`config.mk`:
```
export PLATFORM = sky130hd
export DESIGN_NAME = url_scheme_host_extractor
export DESIGN_NICKNAME = d
export VERILOG_FILES = /design/src/design/ushe_pkg.sv /design/src/design/url_scheme_host_extractor.sv
export SDC_FILE = /design/constraint.sdc
export NUM_CORES = 1
export LEC_CHECK = 0
export CAP_MARGIN = 20
export CORE_ASPECT_RATIO = 0.8
export CORE_MARGIN = 3
export CORE_UTILIZATION = 50
export CTS_BUF_LIST = sky130_fd_sc_hd__clkbuf_16
export CTS_CLUSTER_SIZE = 40
export DETAILED_ROUTE_END_ITERATION = 8
export DONT_BUFFER_PORTS = 1
export PLACE_DENSITY = 0.61
export SYNTH_ARGS = -nofsm -noshare
export SYNTH_HDL_FRONTEND = slang
export SYNTH_SLANG_ARGS = --single-unit
```
`constraint.sdc`:
```
create_clock -name aclk -period 10.3 [get_ports aclk]
set_input_delay 0.515 -clock aclk [delete_from_list [all_inputs] [get_ports aclk]]
set_output_delay 0.515 -clock aclk [all_outputs]
set_load 0.05 [all_outputs]
```
`src/design/ushe_pkg.sv`:
```
// ----------------------------------------------------------------------------
// ushe_pkg - shared definitions for the URL scheme and host extractor
// Phase codes, status codes, character constants and stream widths.
// ----------------------------------------------------------------------------
package ushe_pkg;

    // Stream widths
    localparam int S_TDATA_W = 8;
    localparam int M_TDATA_W = 48;

    // Result field widths
    localparam int STATUS_W     = 3;
    localparam int HOST_START_W = 14;
    localparam int HOST_LEN_W   = 14;
    localparam int PATH_START_W = 15;

    // Parse phase, one-hot
    typedef enum logic [5:0] {
        PH_SCHEME = 6'b000001,
        PH_COLON  = 6'b000010,
        PH_SLASH  = 6'b000100,
        PH_HOST   = 6'b001000,
        PH_PORT   = 6'b010000,
        PH_DONE   = 6'b100000
    } phase_t;

    // Result status codes
    localparam logic [STATUS_W-1:0] ST_OK           = 3'd0;
    localparam logic [STATUS_W-1:0] ST_EMPTY_SCHEME = 3'd1;
    localparam logic [STATUS_W-1:0] ST_BAD_SCHEME   = 3'd2;
    localparam logic [STATUS_W-1:0] ST_BAD_COLON    = 3'd3;
    localparam logic [STATUS_W-1:0] ST_BAD_SLASHES  = 3'd4;
    localparam logic [STATUS_W-1:0] ST_EMPTY_HOST   = 3'd5;

    // Characters
    localparam logic [7:0] CH_NUL   = 8'h00;
    localparam logic [7:0] CH_COLON = 8'h3A;
    localparam logic [7:0] CH_SLASH = 8'h2F;
    localparam logic [7:0] CH_SPACE = 8'h20;
    localparam logic [7:0] CH_UC_A  = 8'h41;
    localparam logic [7:0] CH_UC_Z  = 8'h5A;
    localparam logic [7:0] CH_CASE  = 8'h20;

    // Default line limit
    localparam int MAX_LINE_DEF = 16384;

    // Expected scheme character at a given offset of "https"
    // (the first four also spell "http")
    function automatic logic [7:0] scheme_char(input logic [2:0] idx);
        logic [7:0] c;
        case (idx)
            3'd0:    c = 8'h68;  // h
            3'd1:    c = 8'h74;  // t
            3'd2:    c = 8'h74;  // t
            3'd3:    c = 8'h70;  // p
            3'd4:    c = 8'h73;  // s
            default: c = 8'h00;
        endcase
        return c;
    endfunction

endpackage

```
`src/design/url_scheme_host_extractor.sv`:
```
// ----------------------------------------------------------------------------
// url_scheme_host_extractor - find scheme, host and path of a request line
// Streams one character per transaction and reports one verdict per line.
// ----------------------------------------------------------------------------
// The block takes one character per cycle on the input stream, with tlast on
// the final character of a line, and issues one result transaction per line
// once that final character is accepted and parsed. Each character passes an
// input register, then one step of the parse state machine that also loads
// the result register at end of line; the input side stalls only when a
// finished result is still held in the result register and the next line's
// final character wants to replace it. Status 0 means an exact http or https
// scheme (any case), one colon, two slashes and a non-empty host; host and
// path fields are zero for any other status. Positions saturate at MAX_LINE.
module url_scheme_host_extractor #(
    parameter int MAX_LINE = ushe_pkg::MAX_LINE_DEF
) (
    input  logic                           aclk,
    input  logic                           aresetn,
    // s_tdata: [7:0] ch
    input  logic [ushe_pkg::S_TDATA_W-1:0] s_tdata,
    input  logic                           s_tlast,
    input  logic                           s_tvalid,
    output logic                           s_tready,
    // m_tdata: [2:0] status, [16:3] host_start, [30:17] host_length,
    //          [45:31] path_start, [47:46] zero
    output logic [ushe_pkg::M_TDATA_W-1:0] m_tdata,
    output logic                           m_tvalid,
    input  logic                           m_tready
);
    import ushe_pkg::*;

    localparam int PW = $clog2(MAX_LINE + 1);  // position, path start
    localparam int HW = $clog2(MAX_LINE);      // host start, host length
    localparam logic [PW-1:0] POS_MAX  = PW'(MAX_LINE);
    localparam logic [PW-1:0] POS_HMAX = PW'(MAX_LINE - 1);
    localparam logic [HW-1:0] HOST_MAX = HW'(MAX_LINE - 1);

    // Input register
    logic [7:0] ch_reg;
    logic       last_reg;
    logic       in_valid_reg;

    // Parse state
    phase_t        phase_reg,  phase_next;
    logic [PW-1:0] pos_reg,    pos_next;
    logic [2:0]    scount_reg, scount_next;
    logic [1:0]    flags_reg,  flags_next;
    logic [1:0]    slash_reg,  slash_next;
    logic [HW-1:0] hb_reg,     hb_next;
    logic [HW-1:0] hl_reg,     hl_next;
    logic [PW-1:0] pb_reg,     pb_next;
    logic [2:0]    err_reg,    err_next;

    // Result register
    logic [M_TDATA_W-1:0] res_reg, res_next;
    logic                 out_valid_reg;

    logic proc_go;
    logic proc_fire;

    // The parse step may run unless it would overwrite a held result
    assign proc_go   = !last_reg || !out_valid_reg || m_tready;
    assign proc_fire = in_valid_reg && proc_go;
    assign s_tready  = !in_valid_reg || proc_go;

    // Input register
    always_ff @(posedge aclk) begin
        if (!aresetn) begin
            in_valid_reg <= 1'b0;
        end else if (s_tvalid && s_tready) begin
            in_valid_reg <= 1'b1;
        end else if (proc_go) begin
            in_valid_reg <= 1'b0;
        end
        if (s_tvalid && s_tready) begin
            ch_reg   <= s_tdata[7:0];
            last_reg <= s_tlast;
        end
    end

    // Parse step: character update, then end-of-line verdict
    always_comb begin
        logic [7:0]    lc;
        logic [PW-1:0] pos_inc;
        logic [PW-1:0] eol_pos;
        logic          zero_end;
        logic          eol;
        logic          sch_ok;
        logic [31:0]   hb_ext;
        logic [31:0]   hl_ext;
        logic [31:0]   pb_ext;

        phase_next  = phase_reg;
        scount_next = scount_reg;
        flags_next  = flags_reg;
        slash_next  = slash_reg;
        hb_next     = hb_reg;
        hl_next     = hl_reg;
        pb_next     = pb_reg;
        err_next    = err_reg;
        res_next    = res_reg;
        sch_ok      = 1'b0;

        lc = ((ch_reg >= CH_UC_A) && (ch_reg <= CH_UC_Z)) ? (ch_reg | CH_CASE) : ch_reg;
        pos_inc  = (pos_reg < POS_MAX) ? pos_reg + PW'(1) : pos_reg;
        zero_end = (phase_reg != PH_DONE) && (ch_reg == CH_NUL);
        eol      = zero_end || last_reg;
        eol_pos  = zero_end ? pos_reg : pos_inc;

        // Character step; a zero byte only triggers the verdict below
        if (!zero_end) begin
            sch_ok = ((scount_reg == 3'd4) && flags_reg[0])
                  || ((scount_reg == 3'd5) && flags_reg[1]);
            case (phase_reg)
                PH_SCHEME: begin
                    if (ch_reg == CH_COLON) begin
                        if (scount_reg == 3'd0) begin
                            err_next   = ST_EMPTY_SCHEME;
                            phase_next = PH_DONE;
                        end else if (!sch_ok) begin
                            err_next   = ST_BAD_SCHEME;
                            phase_next = PH_DONE;
                        end else begin
                            phase_next = PH_COLON;
                        end
                    end else begin
                        if (!((scount_reg < 3'd4) && (lc == scheme_char(scount_reg))))
                            flags_next[0] = 1'b0;
                        if (!((scount_reg < 3'd5) && (lc == scheme_char(scount_reg))))
                            flags_next[1] = 1'b0;
                        if (scount_reg != 3'd7)
                            scount_next = scount_reg + 3'd1;
                    end
                end
                PH_COLON, PH_SLASH: begin
                    if ((phase_reg == PH_COLON) && (ch_reg == CH_COLON)) begin
                        err_next   = ST_BAD_COLON;
                        phase_next = PH_DONE;
                    end else begin
                        phase_next = PH_SLASH;
                        if (slash_reg < 2'd2) begin
                            if (ch_reg == CH_SLASH) begin
                                slash_next = slash_reg + 2'd1;
                            end else begin
                                err_next   = ST_BAD_SLASHES;
                                phase_next = PH_DONE;
                            end
                        end else if (ch_reg == CH_SLASH) begin
                            err_next   = ST_BAD_SLASHES;
                            phase_next = PH_DONE;
                        end else if ((ch_reg == CH_COLON) || (ch_reg == CH_SPACE)) begin
                            err_next   = ST_EMPTY_HOST;
                            phase_next = PH_DONE;
                        end else begin
                            hb_next    = (pos_reg < POS_HMAX) ? pos_reg[HW-1:0] : HOST_MAX;
                            hl_next    = HW'(1);
                            phase_next = PH_HOST;
                        end
                    end
                end
                PH_HOST: begin
                    if (ch_reg == CH_COLON) begin
                        pb_next    = pos_reg;
                        phase_next = PH_PORT;
                    end else if ((ch_reg == CH_SLASH) || (ch_reg == CH_SPACE)) begin
                        pb_next    = pos_reg;
                        err_next   = ST_OK;
                        phase_next = PH_DONE;
                    end else if (hl_reg < HOST_MAX) begin
                        hl_next = hl_reg + HW'(1);
                    end
                end
                PH_PORT: begin
                    if ((ch_reg == CH_SLASH) || (ch_reg == CH_SPACE)) begin
                        pb_next    = pos_reg;
                        err_next   = ST_OK;
                        phase_next = PH_DONE;
                    end
                end
                default: begin
                end
            endcase
        end

        // End-of-line verdict on the updated state
        if (eol) begin
            sch_ok = ((scount_next == 3'd4) && flags_next[0])
                  || ((scount_next == 3'd5) && flags_next[1]);
            case (phase_next)
                PH_SCHEME: begin
                    if (scount_next == 3'd0)
                        err_next = ST_EMPTY_SCHEME;
                    else if (sch_ok)
                        err_next = ST_BAD_COLON;
                    else
                        err_next = ST_BAD_SCHEME;
                    phase_next = PH_DONE;
                end
                PH_COLON: begin
                    err_next   = ST_BAD_SLASHES;
                    phase_next = PH_DONE;
                end
                PH_SLASH: begin
                    err_next   = (slash_next < 2'd2) ? ST_BAD_SLASHES : ST_EMPTY_HOST;
                    phase_next = PH_DONE;
                end
                PH_HOST, PH_PORT: begin
                    pb_next    = eol_pos;
                    err_next   = ST_OK;
                    phase_next = PH_DONE;
                end
                default: begin
                end
            endcase
        end

        // Result word, host and path fields zero unless ok
        hb_ext = 32'(hb_next);
        hl_ext = 32'(hl_next);
        pb_ext = 32'(pb_next);
        res_next = '0;
        res_next[2:0] = err_next;
        if (err_next == ST_OK) begin
            res_next[16:3]  = hb_ext[HOST_START_W-1:0];
            res_next[30:17] = hl_ext[HOST_LEN_W-1:0];
            res_next[45:31] = pb_ext[PATH_START_W-1:0];
        end

        pos_next = pos_inc;

        // A flagged character closes the line and restarts the parse
        if (last_reg) begin
            phase_next  = PH_SCHEME;
            pos_next    = '0;
            scount_next = '0;
            flags_next  = 2'b11;
            slash_next  = '0;
            hb_next     = '0;
            hl_next     = '0;
            pb_next     = '0;
            err_next    = ST_OK;
        end
    end

    // Parse state registers
    always_ff @(posedge aclk) begin
        if (!aresetn) begin
            phase_reg  <= PH_SCHEME;
            pos_reg    <= '0;
            scount_reg <= '0;
            flags_reg  <= 2'b11;
            slash_reg  <= '0;
            hb_reg     <= '0;
            hl_reg     <= '0;
            pb_reg     <= '0;
            err_reg    <= ST_OK;
        end else if (proc_fire) begin
            phase_reg  <= phase_next;
            pos_reg    <= pos_next;
            scount_reg <= scount_next;
            flags_reg  <= flags_next;
            slash_reg  <= slash_next;
            hb_reg     <= hb_next;
            hl_reg     <= hl_next;
            pb_reg     <= pb_next;
            err_reg    <= err_next;
        end
    end

    // Result register
    always_ff @(posedge aclk) begin
        if (!aresetn) begin
            out_valid_reg <= 1'b0;
        end else if (proc_fire && last_reg) begin
            out_valid_reg <= 1'b1;
        end else if (m_tready) begin
            out_valid_reg <= 1'b0;
        end
        if (proc_fire && last_reg) begin
            res_reg <= res_next;
        end
    end

    assign m_tdata  = res_reg;
    assign m_tvalid = out_valid_reg;

endmodule
```
==> results of run 1 <==
cell families after synthesis:
group                    after synthesis  synth area share, %
AND/OR/NAND/NOR                      347                25.19
AO/OA/AOI/OAI                        253                23.27
flip-flops                           131                45.08
buffers and inverters                 74                4.444
adder cells (fa/ha/maj)                6                1.066
XOR/XNOR                               6               0.7465
other                                  1              0.05327
multiplexers                           1               0.1600
through the flow:
stage                     total power, mW  cells  setup slack [ps]  hold WS (ps)  instance area [sq um]
final                               1.228    983              5300         184.2                   7664
after global routing                1.267    983              4921         171.0                   7664
after CTS                           1.234    983              5328         173.3                   7664
after detailed placement           0.6425    951              5333         444.7                   7083
after global placement             0.6408    951              5487         432.5                   7083
after floorplan                    0.6277    820              6615         419.1                   7043
power breakdown:
group | internal (mW) | leakage [nW] | switching (mW)
Clock | 0.374 | 0.300 | 0.222
Sequential | 0.547 | 1.17 | 0.0195
Combinational | 0.0190 | 1.08 | 0.0468
metal layers:
metal	share of wire [%]	vias to the layer above
li1	-	2959
met1	47	2970
met2	43	292
met3	8.8	32
met4	1.5	0
met5	0	-
worst reg2reg max path: cells and delay by family, from the launching register on:
kind,cells,cell delay (ps)
and+or+nand+nor,6,2750
DFF,1,480
AOI/OAI and AO/OA,4,1090
buffers and inverters,1,420
cell type report:
class,count,area [sq um],area share [%]
clock buffer,17,425.4,5.551
clock inverter,15,155.1,2.024
inverter,17,63.81,0.8327
multi-input combinational,615,3561,46.47
sequential,131,3173,41.40
tap,180,225.2,2.939
timing repair buffer,8,60.06,0.7837
worst paths after layout:
check	from	cells past startpoint	slack [ps]	endpoint
worst min-delay path	s_tdata[3]	0	180	ch_reg[3]
worst max-delay path	ch_reg[0]	11	5300	m_tdata[7]
worst max register to register	ch_reg[0]	11	5300	m_tdata[7]
worst min register to register	pb_reg[14]	2	460	pb_reg[14]
synth_stat cells, types with 5 or more instances:
cell type,number,area [sq um]
a32oi_1,5,43.79
nand4_1,11,68.82
o21ai_1,5,25.02
nor2b_1,34,212.7
o22ai_1,8,50.05
o31ai_1,6,45.04
a21o_1,8,60.06
nor3_1,40,200.2
or4_1,5,37.54
a21oi_1,40,200.2
edfxtp_1,55,1652
and3_1,12,75.07
o211ai_1,11,82.58
nand2b_1,6,37.54
ha_1,6,75.07
nand2_1,72,270.3
o21ai_0,81,405.4
inv_1,16,60.06
buf_2,7,35.03
and2_1,14,87.58
dfxtp_1,76,1521
nand3_1,31,155.2
nor2_1,85,319.1
a211oi_1,14,105.1
or3_1,6,37.54
xnor2_1,5,43.79
a21boi_0,20,150.1
a31oi_1,8,50.05
clkbuf_1,45,168.9
a22oi_1,17,127.6
nor4_1,7,43.79
==> summary.md, run 1 <==
| Metric | Value |
|---|---|
| Most common cell after layout, fill and taps aside | nor2_1 |
| Finish-stage setup viols | 0 |
| Die Outline Area | 15550 sq um |
| Final critical delay including setup and external delays | 5000 ps |
| Slowest Stage Delay on Critical Path | 810 ps |
| Pwr Density | 160.3 nW/um^2 |
| Initial core utilization | 51.59% |
| Buffer and inverter count on the worst path | 1 |
| Global placement routability congestion | 0.9322 |
| Layout-stage area growth over the synthesis result | 8.870% |
| Proportion of layout cells with a drive suffix above 1 | 6.974% |
| Number of cells produced by synthesis | 819 |
| Data arrival, critical path | 5170 ps |
| CTS Buf Count | 17 |
| Clock skew after layout | 7.750 ps |
| Met2 track demand over resource | 36.61% |
| EDFF count, synth | 55 |
| Worst Setup Start Kind | register |
| Average routed wire per standard cell | 19.89 microns |
| Highest attainable clock frequency | 200.0 MHz |
| Yosys warning count | 0 |
| Distinct cell type count of the synthesized netlist | 74 |
| Remaining global-route overflow | 0 |
| Clock tree from TritonCTS | built |
| Transition time at the pin with the least slew margin | 1076 ps |
| Vias | 6253 |
| Family of cells with the greatest summed delay on the critical path | simple AND/OR/NAND/NOR gates |
| Type of the most critical hold path | in -> reg |
| Max FFs per register | 46 |
| Max-capacitance violation count | 0 |
| Cell Chain, Critical Path | or4_4 -> nor4_1 -> and2_1 -> nor2_1 -> a211oi_1 -> o21ai_1 -> a21oi_4 -> a2bb2oi_1 -> or3_1 -> buf_4 -> nor3_1 |
| Standard-cell rows | 38 |
| Critical path endpoint category | register |
| Met1 Use GR | 36.80% |
| Nets | 809 |
| Fraction of the core area covered by cells at the end of the flow | 56.16% |
| Number of DRC markers after the initial detailed-route iteration | 622 |
| Maximum vdd drop | 0.1157 mV |
| HPWL reported at the end of detailed placement | 13.24 mm |
| Syn Area/Cell | 8.595 sq um |
| Clk buf depth | 2 |
| Met3 routing resource usage after global routing | 6.516% |
| Share of synthesized flip-flops with an asynchronous set or reset | 0% |
| Clock-pin slew on the worst setup and hold paths | 60 ps |
| Detailed-router iteration count before antenna repair | 5 |
| Critical setup path kind | reg -> reg |
| Antenna cells | 0 |
| Hold bufs inserted after CTS | 0 |
| Outcome | completed |
| Aggregate negative setup slack | 0 ps |
| Number of global-route vias before repair | 5765 |
| Post-CTS sizing | 0 |
| Antenna violations before repair | 0 |
| Final worst path period share | 48.54% |
| Leak pwr | 2.552 nW |
| Flip-flop and latch count after synthesis | 131 |
| Layer with the highest usage | met1 |
| Antenna violation net count after detailed routing | 0 |
| Number of filler instances in the final layout | 1236 |
| Post-CTS setup-driven buffer insertion count | 0 |
| Count of boundary I/O pins | 63 |
| Unrepaired setup endpoints after global routing | false |
| Clock insertion delay at the later pin of the skew report | 420 ps |
| Cell area after technology mapping | 7039 sq um |
| Final hold vios | 0 |
| Clk sink count | 131 |
| Critical Path Fanout Max | 26 |
| Pin count of the biggest net entering global routing | 56 |
| Slowest stage cell on the critical path | or3_1 |
| Critical path required time | 10470 ps |
| Most used flip-flop cell after synthesis | dfxtp_1 |
| Area of the core | 13650 sq um |
| Height of the die | 112.1 microns |
| Most frequent cells in the layout | 84 x nor2_1, 81 x o21ai_0, 76 x dfxtp_1, 72 x nand2_1, 55 x edfxtp_1 |
| Final Max Tran Viols | 0 |
| Relative slew slack | 27.85% |
| Mean number of vias per cell | 6.361 |
| First-pass GRT wire length | 31.24 mm |
| Clock root buffer | clkbuf_16 |
| Post-detailed-route DRC marker count | 0 |
| H-tree depth reported by CTS | 4 |
| Die boundary width | 138.7 microns |
| Post-synthesis sequential area ratio | 45.08% |
| All-Layer GR Usage | 25.06% |
| Number of input and output port buffers inserted | 0 |
| Routed wire length | 19.55 mm |
Power figures use the tool's default switching activity.
==> run 2: changes to the inputs <==
- ABC_AREA: default -> 1
- PLACE_DENSITY: 0.61 -> 0.64
- clock period: 10.3 -> 4.31 ns (I/O delays scaled with it)
==> run 2 against run 1 <==
Wire length is 4.6% lower. Non-clock buffer count is 12 higher. Flip-flop and latch count stayed put. Die area is 4.9% higher. Combinational power grew to 3.6 times the previous value. Critical endpoint is now m_tdata[16].
==> summary.md, run 2 <==
| Metric | Value |
|---|---|
| Critical path required time | 4480 ps (-5990 ps) |
| Most common cell after layout, fill and taps aside | nand2_1 |
| Final critical delay including setup and external delays | 3284 ps (-1716 ps) |
| Post-Place Cell Area | 7527 sq um (+6.3%) |
| Unrepaired setup endpoints after global routing | false |
| Number of input and output port buffers inserted | 0 (unchanged) |
| Share of the synthesized area in the top cell type | 22.32% (-1.1 points) |
| Average routed wire per standard cell | 15.51 microns (-22%) |
| Flip-flop and latch count after synthesis | 131 (unchanged) |
| Area of the core | 14400 sq um (+5.5%) |
| Count of boundary I/O pins | 63 (unchanged) |
| Hold bufs inserted after CTS | 11 (+11) |
| Relative slew slack | 34.93% (+7.1 points) |
| H-tree depth reported by CTS | 4 (unchanged) |
| Finish-stage setup viols | 0 (unchanged) |
| Outcome | completed |
| Standard-cell rows | 39 (+2.6%) |
| Worst-case setup margin in the final layout | 1026 ps (-4274 ps) |
| Final standard cell count with taps included and fillers excluded | 1202 (+22%) |
| Pin count of the biggest net entering global routing | 67 (+20%) |
| Clk buf depth | 2 (unchanged) |
| Critical setup path kind | reg -> reg |
| Nets | 1024 (+27%) |
| Hold Worst Slack | 14.11 ps (-170.1 ps) |
| Reg2Reg Setup Slack | 1030 ps (-4270 ps) |
| Final hold vios | 0 (unchanged) |
| EDFF count, synth | 55 (unchanged) |
| First-pass GRT wire length | 30.50 mm (-2.4%) |
| Number of cells traversed by the worst register-to-register path | 17 (+6) |
| Hold Crit Depth | 2 (+2) |
| Clock insertion delay at the later pin of the skew report | 430 ps (about the same) |
| Clock-pin slew on the worst setup and hold paths | 60 ps (about the same) |
| Proportion of layout cells with a drive suffix above 1 | 13.65% (+6.7 points) |
| Max-capacitance violation count | 0 (unchanged) |
| Critical path endpoint category | register |
| Fraction of the core area covered by cells at the end of the flow | 57.31% (+1.1 points) |
| Final Max Tran Viols | 0 (unchanged) |
| Syn Area/Cell | 7.370 sq um (-14%) |
| Hold path startpoint | aresetn |
| Routed wire length | 18.65 mm (-4.6%) |
| Pre-CTS worst setup slack | 1069 ps (-4264 ps) |
| Power after layout | 3.085 mW (+150%) |
| Vias | 6598 (+5.5%) |
| Clock root buffer | clkbuf_16 |
| Reg-to-reg critical path endpoint | m_tdata[16] |
| CTS Buf Count | 17 (unchanged) |
| Post-CTS sizing | 0 (unchanged) |
| Synth area leaders | edfxtp_1 22%, dfxtp_1 21%, nand2_1 12%, nand3_1 6.6%, inv_1 5.3% |
| Critical Path Fanout Max | 27 (+3.8%) |
| Type of the most critical hold path | in -> reg |
| Final worst path period share | 76.18% (+28 points) |
| Clock tree from TritonCTS | built |
| Global placement routability congestion | 0.8982 (-3.6%) |
| Max FFs per register | 46 (unchanged) |
| Worst Setup Start Kind | register |
| Clock skew after layout | 11.79 ps (+4.041 ps) |
| Launch instance of the worst register-to-register path | ch_reg[0] |
| Number of filler instances in the final layout | 1321 (+6.9%) |
| Instance count after placement with tap cells included | 1159 (+22%) |
| Post-synthesis sequential area ratio | 42.88% (-2.2 points) |
| Antenna cells | 0 (unchanged) |
| Mean number of vias per cell | 5.489 (-14%) |
| Post-detailed-route DRC marker count | 0 (unchanged) |
| Leak pwr | 3.014 nW (+18%) |
| Maximum vdd drop | 0.2938 mV (+150%) |
| Most used flip-flop cell after synthesis | dfxtp_1 |
| Pwr Density | 374.0 nW/um^2 (+130%) |
| Highest attainable clock frequency | 304.6 MHz (+52%) |
| HPWL reported at the end of detailed placement | 12.70 mm (-4.1%) |
| Antenna violation net count after detailed routing | 0 (unchanged) |
| Detailed-router iteration count before antenna repair | 6 (+1) |
| Aggregate negative setup slack | 0 ps (unchanged) |
| Distinct cell type count of the synthesized netlist | 47 (-36%) |
| Number of cells produced by synthesis | 1004 (+23%) |
| Data arrival, critical path | 3450 ps (-1720 ps) |
| Hold Crit Endpoint | scount_reg[1] |
| Number of DRC markers after the initial detailed-route iteration | 702 (+13%) |
| Transition time at the pin with the least slew margin | 976.0 ps (-100.3 ps) |
| Height of the die | 114.8 microns (+2.4%) |
| Layout-stage area growth over the synthesis result | 11.48% |
| Post-CTS setup-driven buffer insertion count | 0 (unchanged) |
| Post-route cell area | 8249 sq um (+7.6%) |
| Yosys warning count | 0 (unchanged) |
| Remaining global-route overflow | 0 (unchanged) |
| Die Outline Area | 16300 sq um (+4.9%) |
| Most frequent cells in the layout | 228 x nand2_1, 107 x inv_1, 98 x nand3_1, 76 x dfxtp_1, 72 x a21oi_1 |
| Initial core utilization | 51.40% (-0.18 points) |
| Post-synthesis cell type with the largest combined area | edfxtp_1 |
| Post-synth top cells | 229 x nand2_1, 105 x inv_1, 98 x nand3_1 |
| Antenna violations before repair | 0 (unchanged) |
| All-Layer GR Usage | 23.36% (-1.7 points) |
| Clk sink count | 131 (unchanged) |
| Cell area after technology mapping | 7400 sq um (+5.1%) |
| Number of global-route vias before repair | 5993 (+4.0%) |
| Share of synthesized flip-flops with an asynchronous set or reset | 0% (unchanged) |
| Die boundary width | 142.0 microns (+2.4%) |
| Most common cell in the netlist | nand2_1 |
==> run 2: where the power goes <==
group          switching [mW]  internal, mW  leakage, nW
combinational           0.176        0.0585         1.57
sequential             0.0553          1.31         1.14
clock                   0.544         0.938        0.305
total                   0.775          2.31         3.01
==> run 2: final cells by class <==
class	count	area, sq um	area share, %
Timing Repair Buffer	20	190.2	2.305
Clock inverter	14	161.4	1.957
Clock buffer	18	450.4	5.460
Inverter	122	457.9	5.551
Tap cell	184	230.2	2.791
Sequential cell	131	3173	38.47
Multi-Input combinational cell	713	3586	43.47
==> run 2: cells by family after synthesis <==
| logic type | count (synthesis) | share of synthesized area, % |
|---|---|---|
| and+or+nand+nor | 513 | 32.04 |
| adders and majority gates | 6 | 1.015 |
| buffers and inverters | 161 | 8.776 |
| xor gates and xnor gates | 14 | 1.657 |
| DFF | 131 | 42.88 |
| AOI/OAI and AO/OA | 178 | 13.58 |
| other | 1 | 0.05068 |
==> run 2: routing by layer <==
| layer | up-vias | global-route usage (%) | part of all wire (%) |
|---|---|---|---|
| met5 | - | 0 | 0 |
| met2 | 253 | 33.45 | 40 |
| li1 | 3332 | - | - |
| met3 | 32 | 4.449 | 7.1 |
| met4 | 0 | 8.248 | 1.7 |
| met1 | 2981 | 35.14 | 51 |
==> run 2: critical path, stage by stage, from the launching register on <==
cell,delay [ps]
edfxtp_1,460
nor2_1,170
nand2_1,110
nor2_1,180
nand2_2,130
inv_2,290
nor3_2,90
nand2_1,180
nand2_2,120
nor2_1,150
nand3_1,90
nand2_1,80
nand2_2,80
nand3_1,140
nand2_1,110
nand2_4,290
buf_12,260
nor2_2,60
==> run 2: worst max-delay path by stage <==
stage                         start          end  slack [ps]  cells after the start
after floorplan           ch_reg[2]  m_tdata[18]        1860                     19
after global placement    ch_reg[2]   m_tdata[3]        1110                     19
after detailed placement  ch_reg[0]   m_tdata[5]        1070                     17
after CTS                 ch_reg[0]   m_tdata[5]        1040                     17
after global routing      ch_reg[0]   m_tdata[5]         650                     17
final                     ch_reg[0]  m_tdata[16]        1030                     17
==> run 3: changes to the inputs <==
- ABC_AREA: 1 -> 0
- clock period: 4.31 -> 2.82 ns (I/O delays scaled with it)
==> run 3 against run 2 <==
The flow now finishes with violations (setup timing). Final area is 16% higher. Sequential power is 50% higher. Clock-buffer cell count unchanged. Cell count shrank 4.2%. Wire length increased by 22%. Hold slack better by 44 ps. Setup slack got worse by 1800 ps. Power grew 53%. Sequential share of layout area down 5.3 points. First-iteration DRC count is 3.4% higher. Register-to-register slack worse by 1800 ps. Largest power group unchanged. Highest routed layer unchanged.
==> summary.md, run 3 (synthesis gave the netlist of run 1 again) <==
| Metric | Value |
|---|---|
| Outcome | finished, violations left |
| Violations in the final reports | setup timing |
| Routed wire length | 22.82 mm (+22%) |
| Worst Setup Start Kind | register |
| Power after layout | 4.724 mW (+53%) |
| Final hold vios | 0 (unchanged) |
| Number of input and output port buffers inserted | 0 (unchanged) |
| Unrepaired setup endpoints after global routing | true |
| Antenna cells | 0 (unchanged) |
| Highest attainable clock frequency | 278.6 MHz (-8.5%) |
| H-tree depth reported by CTS | 4 (unchanged) |
| Slowest Stage Delay on Critical Path | 560 ps (+100 ps) |
| Remaining global-route overflow | 0 (unchanged) |
| Cell repeated most along the worst path | or4_4 |
| Clock root buffer | clkbuf_16 |
| All-Layer GR Usage | 28.38% (+5.0 points) |
| Worst-case setup margin in the final layout | -769.7 ps (-1796 ps) |
| Transition time at the pin with the least slew margin | 905.9 ps (-70.15 ps) |
| First-pass GRT wire length | 35.13 mm (+15%) |
| Maximum vdd drop | 0.5329 mV (+81%) |
| Cell Chain, Critical Path | or4_4 -> or4_4 -> a41oi_2 -> o21ai_2 -> buf_6 -> a21o_1 -> a21o_4 -> nor2_2 -> o32ai_2 -> or3_4 -> buf_12 -> nor3_1 |
| Nets | 977 (-4.6%) |
| Clk buf depth | 2 (unchanged) |
| Clock skew after layout | 6.538 ps (-5.253 ps) |
| Detailed-router iteration count before antenna repair | 5 (-1) |
| Layout-stage area growth over the synthesis result | 35.78% |
| Proportion of layout cells with a drive suffix above 1 | 30.79% (+17 points) |
| Average routed wire per standard cell | 19.83 microns (+28%) |
| Clk sink count | 131 (unchanged) |
| Most frequent cells in the layout | 145 x buf_4, 76 x dfxtp_1, 69 x nor2_1, 67 x nand2_1, 55 x edfxtp_1 |
| Buffer and inverter count on the worst path | 2 (unchanged) |
| Die boundary width | 138.7 microns (-2.4%) |
| Type of the most critical hold path | in -> reg |
| Critical Path Fanout Max | 22 (-19%) |
| Hold Worst Slack | 58.39 ps (+44.28 ps) |
| Count of boundary I/O pins | 63 (unchanged) |
| Relative slew slack | 39.39% (+4.5 points) |
| Max FFs per register | 46 (unchanged) |
| Die Outline Area | 15550 sq um (-4.6%) |
| Post-Place Cell Area | 8142 sq um (+8.2%) |
| Pin count of the biggest net entering global routing | 53 (-21%) |
| Vias | 7087 (+7.4%) |
| Critical setup path kind | reg -> reg |
| Post-detailed-route DRC marker count | 0 (unchanged) |
| Max-capacitance violation count | 0 (unchanged) |
| Critical path required time | 3080 ps (-1400 ps) |
| Height of the die | 112.1 microns (-2.3%) |
| Finish-stage setup viols | 80 (+80) |
| Initial core utilization | 51.59% (+0.18 points) |
| Number of global-route vias before repair | 6802 (+13%) |
| Number of DRC markers after the initial detailed-route iteration | 726 (+3.4%) |
| Antenna violations before repair | 0 (unchanged) |
| Leak pwr | 3.484 nW (+16%) |
| Data arrival, critical path | 3850 ps (+400 ps) |
| Most common cell after layout, fill and taps aside | buf_4 |
| Clock-pin slew on the worst setup and hold paths | 60 ps (about the same) |
| Final critical delay including setup and external delays | 3590 ps (+306.2 ps) |
| Clock tree from TritonCTS | built |
| Slowest stage cell on the critical path | or4_4 |
| CTS Buf Count | 17 (unchanged) |
| Area of the core | 13650 sq um (-5.2%) |
| Global placement routability congestion | 0.9686 (+7.8%) |
| Standard-cell rows | 38 (-2.6%) |
| Final worst path period share | 127.3% (+51 points) |
| Post-route cell area | 9558 sq um (+16%) |
| Critical path endpoint category | register |
| Family of cells with the greatest summed delay on the critical path | simple AND/OR/NAND/NOR gates |
| Clock insertion delay at the later pin of the skew report | 430 ps (about the same) |
| HPWL reported at the end of detailed placement | 14.94 mm (+18%) |
| Mean number of vias per cell | 6.157 (+12%) |
| Antenna violation net count after detailed routing | 0 (unchanged) |
| Final Max Tran Viols | 0 (unchanged) |
| Pwr Density | 494.2 nW/um^2 (+32%) |
==> run 3: changes by cell type in the layout (fill, tap and decap cells not counted), moves of 14 or more <==
cell	previous run	this run
a21boi_0	0	17
a21oi_1	72	30
a22oi_1	1	15
buf_4	8	145
buf_6	0	14
inv_1	107	18
inv_2	16	0
nand2_1	228	67
nand3_1	98	30
nor2_2	50	9
nor2b_1	0	32
nor3_1	12	33
o21ai_1	5	22
==> run 3: path summary, 6_finish.rpt <==
path           endpoint  slack, ps  cells past startpoint      start
max          m_tdata[6]       -770                     12  ch_reg[1]
max reg2reg  m_tdata[6]       -770                     12  ch_reg[1]
min          hb_reg[11]         60                      2    aresetn
min reg2reg   pb_reg[8]        460                      2  pb_reg[8]
==> run 3: per-stage QoR <==
step	util [%]	std cells	setup slack, ps	setup TNS, ps
global placement	59.66	1087	-696.8	-36050
CTS	68.12	1144	-681.2	-38100
detailed placement	59.66	1087	-800.2	-40920
global route	70.04	1151	-851.3	-53370
finish	70.04	1151	-769.7	-43400
floorplan	-	820	-702.5	-33930
==> run 3: area by class of cell <==
| cell class | count | area [sq um] |
|---|---|---|
| multi-input combinational | 615 | 4009 |
| inverter | 17 | 63.81 |
| timing repair buffer | 176 | 1499 |
| sequential | 131 | 3173 |
| clock buffer | 18 | 450.4 |
| clock inverter | 14 | 137.6 |
| tap | 180 | 225.2 |
| fill | 1030 | 4088 |
==> run 3: what timing repair did <==
item	in CTS	in global routing
setup buffers	11	9
setup endpoints to repair	75	98
gates resized for setup	85	53
hold endpoints to repair	61	0
pin swaps	23	24
cloned	4	0
hold buffers	12	0
==> run 3: power breakdown <==
group          switching (mW)  internal (mW)  total (mW)
clock                   0.855           1.34        2.20
combinational           0.267          0.205       0.472
sequential             0.0545           2.00        2.05
total                    1.18           3.55        4.72
==> run 3: metal layers <==
layer	GRT usage (%)	routed length, microns
met1	38.73	10020
met2	43.66	10210
met3	7.496	1964
met4	10.82	625
met5	0	0
